### config.mk
export PLATFORM = sky130hd
export DESIGN_NAME = ppft_decide
export DESIGN_NICKNAME = d
export VERILOG_FILES = /design/src/hdl/ppft_pkg.sv /design/src/hdl/ppft_decide.sv
export SDC_FILE = /design/constraint.sdc
export NUM_CORES = 1
export LEC_CHECK = 0
export ABC_CLOCK_PERIOD_IN_PS = 5740
export BUFFER_PORTS_ARGS = -buffer_cell sky130_fd_sc_hd__buf_2
export CORE_MARGIN = 2
export CORE_UTILIZATION = 40
export CTS_CLUSTER_SIZE = 30
export DETAILED_ROUTE_END_ITERATION = 12
export GPL_ROUTABILITY_DRIVEN = 0
export PLACE_DENSITY = 0.56
export SKIP_LAST_GASP = 1
export SLEW_MARGIN = 20
export SYNTH_ARGS = -nofsm -noshare
export SYNTH_HDL_FRONTEND = slang
export SYNTH_SLANG_ARGS = --single-unit
### constraint.sdc
create_clock -name clk -period 5.74 [get_ports clk]
set_input_delay 0.574 -clock clk [delete_from_list [all_inputs] [get_ports clk]]
set_output_delay 0.574 -clock clk [all_outputs]
set_load 0.005 [all_outputs]
### src/hdl/ppft_pkg.sv
package ppft_pkg;

    localparam int CORES            = 8;
    localparam int FILTER_ENTRIES   = 4096;  // power of two
    localparam int EPOCH            = 8192;
    localparam int LINE_OFFSET_BITS = 6;

    localparam int ADDR_W  = 48;
    localparam int CORE_W  = 4;
    localparam int NODE_W  = 6;
    localparam int DATA_W  = 32;
    localparam int ACC_W   = 10;
    localparam int POL_W   = 14;
    localparam int PROD_W  = ACC_W + DATA_W;
    localparam int IDX_W   = $clog2(FILTER_ENTRIES);
    localparam int ECNT_W  = $clog2(EPOCH);
    localparam int CFG_IDX_W = 2;

    localparam logic [POL_W-1:0]  POL_MAX    = '1;
    localparam logic [ECNT_W-1:0] EPOCH_LAST = ECNT_W'(EPOCH - 1);
    localparam logic [IDX_W-1:0]  IDX_LAST   = IDX_W'(FILTER_ENTRIES - 1);

    localparam logic [ACC_W-1:0]  ACC_LIMIT_RST  = 10'd150;
    localparam logic [POL_W-1:0]  POL_LIMIT_RST  = 14'd90;
    localparam logic [DATA_W-1:0] BWC_LIMIT_RST  = 32'd50000;
    localparam logic [DATA_W-1:0] BWNO_LIMIT_RST = 32'd75000;

    typedef enum logic [1:0] {
        CMD_MISS   = 2'd0,
        CMD_CLEAR  = 2'd1,
        CMD_SET    = 2'd2,
        CMD_DECIDE = 2'd3
    } cmd_t;

    typedef enum logic [CFG_IDX_W-1:0] {
        REG_ACC_LIMIT  = 2'd0,
        REG_POL_LIMIT  = 2'd1,
        REG_BWC_LIMIT  = 2'd2,
        REG_BWNO_LIMIT = 2'd3
    } cfg_idx_t;

    typedef enum logic [1:0] {
        LVL_LOW  = 2'd0,
        LVL_MID  = 2'd1,
        LVL_HIGH = 2'd2
    } lvl_t;

    typedef struct packed {
        logic [ACC_W-1:0]  acc_limit;
        logic [POL_W-1:0]  pol_limit;
        logic [DATA_W-1:0] bwc_limit;
        logic [DATA_W-1:0] bwno_limit;
    } cfg_t;

    typedef struct packed {
        logic              valid;
        logic              mark;
        logic [NODE_W-1:0] owner;
    } entry_t;

    typedef entry_t [CORES-1:0] row_t;

    // line bits 0-11 xor line bits 12-23, reduced to the filter depth
    function automatic logic [IDX_W-1:0] filt_index(input logic [ADDR_W-1:0] address);
        logic [ADDR_W-1:0]   line;
        logic [IDX_W+11:0]   folded;
        begin
            line   = address >> LINE_OFFSET_BITS;
            folded = {{IDX_W{1'b0}}, line[11:0] ^ line[23:12]};
            return folded[IDX_W-1:0];
        end
    endfunction

endpackage

### src/hdl/ppft_decide.sv
module ppft_decide
(
    input  logic                        clk,
    input  logic                        load,
    input  logic [ppft_pkg::DATA_W-1:0] useful,
    input  logic [ppft_pkg::DATA_W-1:0] issued,
    input  logic [ppft_pkg::POL_W-1:0]  pol,
    input  logic [ppft_pkg::DATA_W-1:0] bwc,
    input  logic [ppft_pkg::DATA_W-1:0] bwno,
    input  ppft_pkg::cfg_t              cfg,
    output logic [1:0]                  level
);
    import ppft_pkg::*;

    logic [PROD_W-1:0] prod_u_reg;
    logic [PROD_W-1:0] prod_l_reg;
    logic              low_acc;
    lvl_t              lvl;

    // products first, compare in the following cycle
    always_ff @(posedge clk)
    begin
        if (load)
        begin
            prod_u_reg <= PROD_W'(useful) * PROD_W'(1000);
            prod_l_reg <= PROD_W'(cfg.acc_limit) * PROD_W'(issued);
        end
    end

    always_comb
    begin
        low_acc = prod_u_reg < prod_l_reg;
        if (low_acc)
        begin
            if (bwno > cfg.bwno_limit)
                lvl = LVL_HIGH;
            else if (pol > cfg.pol_limit)
                lvl = LVL_HIGH;
            else if (bwc < cfg.bwc_limit)
                lvl = LVL_MID;
            else
                lvl = LVL_LOW;
        end
        else if (pol < cfg.pol_limit)
            lvl = LVL_LOW;
        else if (bwc < cfg.bwc_limit)
            lvl = (bwno < cfg.bwno_limit) ? LVL_LOW : LVL_MID;
        else
            lvl = (bwno < cfg.bwno_limit) ? LVL_MID : LVL_HIGH;
    end

    assign level = lvl;

endmodule

==> summary.md, run 1 <==
| Metric | Value |
|---|---|
| I/O Buffers | 233 |
| Worst-path fanout max | 9 |
| Largest stage delay, worst path | 0.57 ns |
| Syn nets | 3039 |
| Worst path required time | 5.81 ns |
| Synthesized flop and latch total | 81 |
| Avg Vias per Cell | 4.93 |
| Total grt overflow | 0 |
| CTS Hold Bufs | 0 |
| Root Driver | clkbuf_16 |
| Most frequent cells after synthesis | inv_1, fa_1, ha_1, nand2_1, and2_1 |
| CTS max path bufs | 2 |
| First-pass iteration count of the detailed router | 5 |
| Layout cell share with drive strength beyond 1 | 18.9% |
| Final worst setup slack | -0.0115 ns |
| PD cells | 601 mW/mm² |
| Setup repair bufs after CTS | 0 |
| Initial antenna violation count | 5 |
| Setup Crit Path Kind | input port to flip-flop |
| Final worst-path cycle share | 100% |
| Crit path max-delay family | adder cells |
| Synth Instances | 2172 |
| Buf+Inv Stages, Crit Path | 4 |
| Clock Pin Slew Worst Setup and Hold Paths | 0.06 ns |
| Worst EP arrival | 5.82 ns |
| Fin nets | 3384 |
| Async SR Flop Fraction | 0% |
| Total Wirelength | 46.8 mm |
| CTS tree | yes |
| Max Cap Viol | 0 |
| Worst setup EP type | flip-flop |
| Final setup vio count | 1 |
| Yosys top cell area share | 34.6% |
| Hold Path Class | input port to flip-flop |
| Status | finished with violations |
| Most frequent cell after synthesis | inv_1 |
| Peak Freq | 174 MHz |
| Initial DRC Count | 518 |
| Failing checks | negative setup slack |
| Top_reg_cell synth | edfxtp_1 |
| Post-synthesis sequential area ratio | 11.8% |
| Rows | 83 |
| Cell taking the most area after synthesis | fa_1 |
| Relative slew margins | 31.2% |
| DRC violations left | 0 |
| Clock sink total | 81 |
| CTS buffer count | 9 |
| Synthesis-to-layout area growth | 18.5% |
| CP Launch Type | input port |
| RSZ-0062 raised after global routing | yes |
| Max IR drop VDD | 0.449 mV |
| Remaining antenna violation count | 0 |
| CP Launch Point | cfg[85] |
| Worst-Margin Slew | 1.03 ns |
| Top Ports | 234 |
| Crit-path slowest cell | fa_1 |
| Core footprint | 0.0511 mm² |
| Fin Setup TNS | -0.0115 ns |
| Total number of vias | 15800 |
| Pwr Total | 14600 µW |
| Post-synth EDFFs | 81 |
| GR Util All Layers | 18.5% |
| Min Tclk post-route | 5.75 ns |
| Largest cells by area after synthesis | fa_1, ha_1, edfxtp_1 |
| Min-delay src | useful[0] |
| Number of global-route vias before repair | 17500 |
| Die height | 231 µm |
| Mapped Area | 0.0206 mm² |
| Max-slew violations | 0 |
| Flip-flop count of the largest register after layout | 42 |
| Crit path cell chain | clkbuf_4 -> buf_4 -> and2_1 -> fa_1 -> fa_1 -> fa_1 -> fa_1 -> inv_1 -> fa_1 -> inv_1 -> ha_4 -> and2_4 -> and3_1 -> a311oi_4 -> nand4b_1 -> a311o_2 -> o31ai_4 -> a2111oi_1 -> or3_1 |
| Synth Area per Inst | 9.47 µm² |
| H-tree level count | 3 |
| Synthesis Warnings | 0 |
| Wire per inst | 14.6 µm |
| Post-DP HPWL | 41.2 mm |
| Die span in x | 231 µm |
| Largest net degree at the start of global routing | 82 |
| Starting Density | 40.3% |
| First-pass GRT wire length | 82.0 mm |
| CP dominant cell by count | fa_1 |
| Yosys cell types | 63 |
| LEAKAGE | 0.0130 µW |
| Final Hold Viols | 0 |
| Die area | 0.0533 mm² |
-- cell families after synthesis --
group,share of synthesized area [%]
flip-flops,11.8
AND/OR/NAND/NOR,13.3
multiplexers,0.0973
AO/OA/AOI/OAI,10.7
adder cells (fa/ha/maj),51.6
buffers and inverters,9.49
XOR/XNOR,2.94
-- placed cells by master, fill, tap and decap left out, types with 5 or more instances in the layout --
cell,Yosys,routed
buf_6,0,5
and2_1,180,171
xor2_1,25,25
clkbuf_16,0,9
clkbuf_4,0,6
nand4_1,30,30
or3_1,5,5
o21a_1,13,13
edfxtp_1,81,81
nor2_1,55,53
nand2_1,192,190
a31oi_1,9,8
buf_4,0,158
fa_1,356,354
inv_1,456,454
a21o_1,94,94
ha_4,0,11
nand3_1,12,12
o211ai_1,6,6
nor2b_1,14,13
and3_1,11,11
buf_2,0,220
nor3_1,12,12
o21ai_1,3,6
o21ai_0,47,42
o21bai_1,6,6
ha_1,279,267
a211oi_1,12,8
and2_4,0,9
nand2b_1,11,11
a21oi_1,86,82
xnor2_1,44,44
buf_12,0,7
-- through the flow --
step	cell area [µm²]	instances	setup WS, ns	util [%]	hold slack, ns
floorplan	20900	2172	-0.0180	-	0.673
global placement	23800	3186	-0.477	46.6	0.879
detailed placement	23800	3186	-0.518	46.6	0.878
CTS	24100	3201	-0.0508	47.3	0.530
global route	24400	3202	-0.208	47.7	0.536
finish	24400	3202	-0.0115	47.7	0.537
-- final timing paths --
kind                              to  slack (ns)  cells after the start
worst max-delay path  prod_l_reg[40]       -0.01                     19
worst min-delay path   prod_u_reg[3]        0.54                      1
-- power by group --
group          switching (µW)  leakage (µW)  internal, µW
registers                84.4      0.000792          1440
logic                    6560        0.0120          5970
clock network             214      0.000145           376
total                    6860        0.0130          7780
-- per-layer routing --
| layer | up-vias | global-route usage [%] | part of all wire (%) |
|---|---|---|---|
| met3 | 43 | 2.20 | 3.7 |
| li1 | 7648 | - | - |
| met5 | - | 0 | 0.12 |
| met4 | 8 | 2.24 | 0.92 |
| met2 | 281 | 35.3 | 54 |
| met1 | 7814 | 22.7 | 42 |
-- final cells by class --
cell class                 instances  area, µm²
inverter                         456       1710
sequential                        81       2430
antenna                            1       2.50
fill                            4923      26700
clock buffer                       9        225
multi-input combinational       1571      16500
clock inverter                     6       83.8
tap                              680        851
timing repair buffer             398       2560
-- timing repair --
action                                  CTS  global route
gates resized for setup                   6            59
endpoints found under the setup margin    6            16
pin swaps                                 4            17
gates cloned                              0             0
Note: power is estimated with default switching activity, not from simulation.
==> inputs of run 2 (changes only) <==
--- a/config.mk
+++ b/config.mk
@@ -7,6 +7,7 @@
 export LEC_CHECK = 0
 export ABC_CLOCK_PERIOD_IN_PS = 5740
 export BUFFER_PORTS_ARGS = -buffer_cell sky130_fd_sc_hd__buf_2
+export CORE_ASPECT_RATIO = 1.4
 export CORE_MARGIN = 2
 export CORE_UTILIZATION = 40
 export CTS_CLUSTER_SIZE = 30
==> summary.md, run 2 (synthesized netlist as in run 1, its figures left out) <==
| Metric | Value |
|---|---|
| Status | finished with violations |
| Failing checks | negative setup slack |
| Synthesis-to-layout area growth | 19.5% |
| GR Util met3 | 1.34% (-0.86 points) |
| GR met1 Demand/Resource | 22.7% (about the same) |
| Max Cap Viol | 0 (unchanged) |
| H-tree level count | 3 (unchanged) |
| Die span in x | 196 µm (-15%) |
| Layout cell share with drive strength beyond 1 | 19.9% (+1.0 points) |
| Most used routing layer | met2 |
| Total grt overflow | 0 (unchanged) |
| Total Wirelength | 48.4 mm (+3.2%) |
| Rows | 98 (+18%) |
| CTS max path bufs | 2 (unchanged) |
| Worst path required time | 5.83 ns (+0.02 ns) |
| Avg Vias per Cell | 4.90 (-0.57%) |
| Relative slew margins | 35.0% (+3.8 points) |
| Number of global-route vias before repair | 17500 (-0.034%) |
| Starting Density | 40.3% (+0.067 points) |
| First-pass iteration count of the detailed router | 5 (unchanged) |
| CTS tree | yes |
| Clock sink total | 81 (unchanged) |
| Setup Crit Path Kind | input port to flip-flop |
| Max IR drop VDD | 0.334 mV (-26%) |
| Post-Place Cells | 3170 (-0.50%) |
| I/O Buffers | 233 (unchanged) |
| LEAKAGE | 0.0131 µW (+0.91%) |
| Wire per inst | 15.1 µm (+3.5%) |
| Final worst setup slack | -0.0390 ns (-0.0275 ns) |
| Worst hold slack | 0.499 ns (-0.0373 ns) |
| Die area | 0.0533 mm² (about the same) |
| Initial antenna violation count | 1 (-4) |
| Flip-flop count of the largest register after layout | 42 (unchanged) |
| M2 GR Usage | 36.0% (+0.78 points) |
| Remaining antenna violation count | 0 (unchanged) |
| Peak Freq | 173 MHz (-0.48%) |
| Final worst-path cycle share | 101% (+0.48 points) |
| RSZ-0062 raised after global routing | yes |
| Initial DRC Count | 624 (+20%) |
| PD cells | 606 mW/mm² (+0.95%) |
| Max-slew violations | 0 (unchanged) |
| Post-route insts no fill | 3193 (-0.28%) |
| Worst-Margin Slew | 0.975 ns (-0.0567 ns) |
| Hold Path Class | input port to flip-flop |
| Core footprint | 0.0510 mm² (-0.17%) |
| Root Driver | clkbuf_16 |
| Worst setup EP type | flip-flop |
| CTS Hold Bufs | 0 (unchanged) |
| Clock Pin Slew Worst Setup and Hold Paths | 0.06 ns (about the same) |
| Fin nets | 3404 (+0.59%) |
| Post-DP HPWL | 42.6 mm (+3.5%) |
| CTS buffer count | 9 (unchanged) |
| Top Ports | 234 (unchanged) |
| First-pass GRT wire length | 82.5 mm (+0.53%) |
| Total number of vias | 15700 (-0.85%) |
| CP Launch Type | input port |
| Pwr Total | 14900 µW (+1.8%) |
| Die height | 272 µm (+18%) |
| Largest net degree at the start of global routing | 82 (unchanged) |
| Final setup vio count | 1 (unchanged) |
| Final Hold Viols | 0 (unchanged) |
| Min Tclk post-route | 5.78 ns (+0.0275 ns) |
| Most common cell after layout, fill and taps aside | inv_1 |
| Commonest non-fill, non-tap cells in the layout | inv_1, fa_1, ha_1, buf_2, nand2_1 |
| GR Util All Layers | 18.7% (+0.27 points) |
| Worst EP arrival | 5.87 ns (+0.05 ns) |
| Place WS | -0.557 ns (-0.0394 ns) |
| DRC violations left | 0 (unchanged) |
| Final core occ | 48.2% (+0.49 points) |
| Worst-path fanout max | 6 (-3) |
[run 2: changes by cell type in the layout (fill, tap and decap cells not counted), sizes merged]
cell	previous run	this run
buf	392	414
clkinvlp	2	0
clkbuf	15	14
clkinv	2	3
inv	456	457
[run 2: worst max-delay path, cell delays in order]
cell,delay (ns)
buf_12,0.12
buf_6,0.10
and2_4,0.15
fa_1,0.54
fa_1,0.46
fa_2,0.59
fa_1,0.43
fa_1,0.50
ha_4,0.29
o21a_1,0.15
o211ai_1,0.11
o211ai_2,0.26
a311oi_4,0.14
nand4b_1,0.23
a311o_2,0.45
o31ai_4,0.29
a2111oi_4,0.13
or3_1,0.35
[run 2: power breakdown]
| group | leakage, µW | internal, µW | switching, µW |
|---|---|---|---|
| Combinational | 0.0122 | 6220 | 6570 |
| Clock | 0.000152 | 378 | 219 |
| Sequential | 0.000792 | 1440 | 88.5 |
| Total | 0.0131 | 8040 | 6870 |
[run 2: timing repair]
action / in CTS / in global routing
pin swaps: 27 / 36
setup buffers: 5 / 1
gates resized for setup: 30 / 68
endpoints found under the hold margin: 0 / 0
cloned: 0 / 0
setup endpoints to repair: 7 / 15
[run 2: metrics by stage]
step | setup TNS [ns] | area (µm²)
CTS | -0.0489 | 24300
global placement | -4.77 | 23900
detailed placement | -6.04 | 23900
floorplan | -0.0180 | 20900
finish | -0.0390 | 24600
global route | -0.285 | 24600
[run 2: final cells by class]
| cell class | count | area, µm² |
|---|---|---|
| diodes | 1 | 2.50 |
| clock buffers | 10 | 229 |
| clock inverters | 6 | 81.3 |
| fillers | 4883 | 26400 |
| inverters | 456 | 1710 |
| multi-input cells | 1571 | 16500 |
| flip-flops and latches | 81 | 2430 |
| well taps | 650 | 813 |
| repair buffers | 418 | 2770 |
[run 2: path summary, 6_finish.rpt]
kind       from              to  slack, ns  cells after the start
min   useful[0]   prod_u_reg[3]       0.50                      1
max   issued[6]  prod_l_reg[40]      -0.04                     18
[run 2: layer usage]
| metal | vias to the layer above | wire, µm |
|---|---|---|
| met4 | 0 | 802 |
| li1 | 7672 | - |
| met2 | 222 | 26000 |
| met1 | 7713 | 20400 |
| met3 | 53 | 1150 |
| met5 | - | 0 |
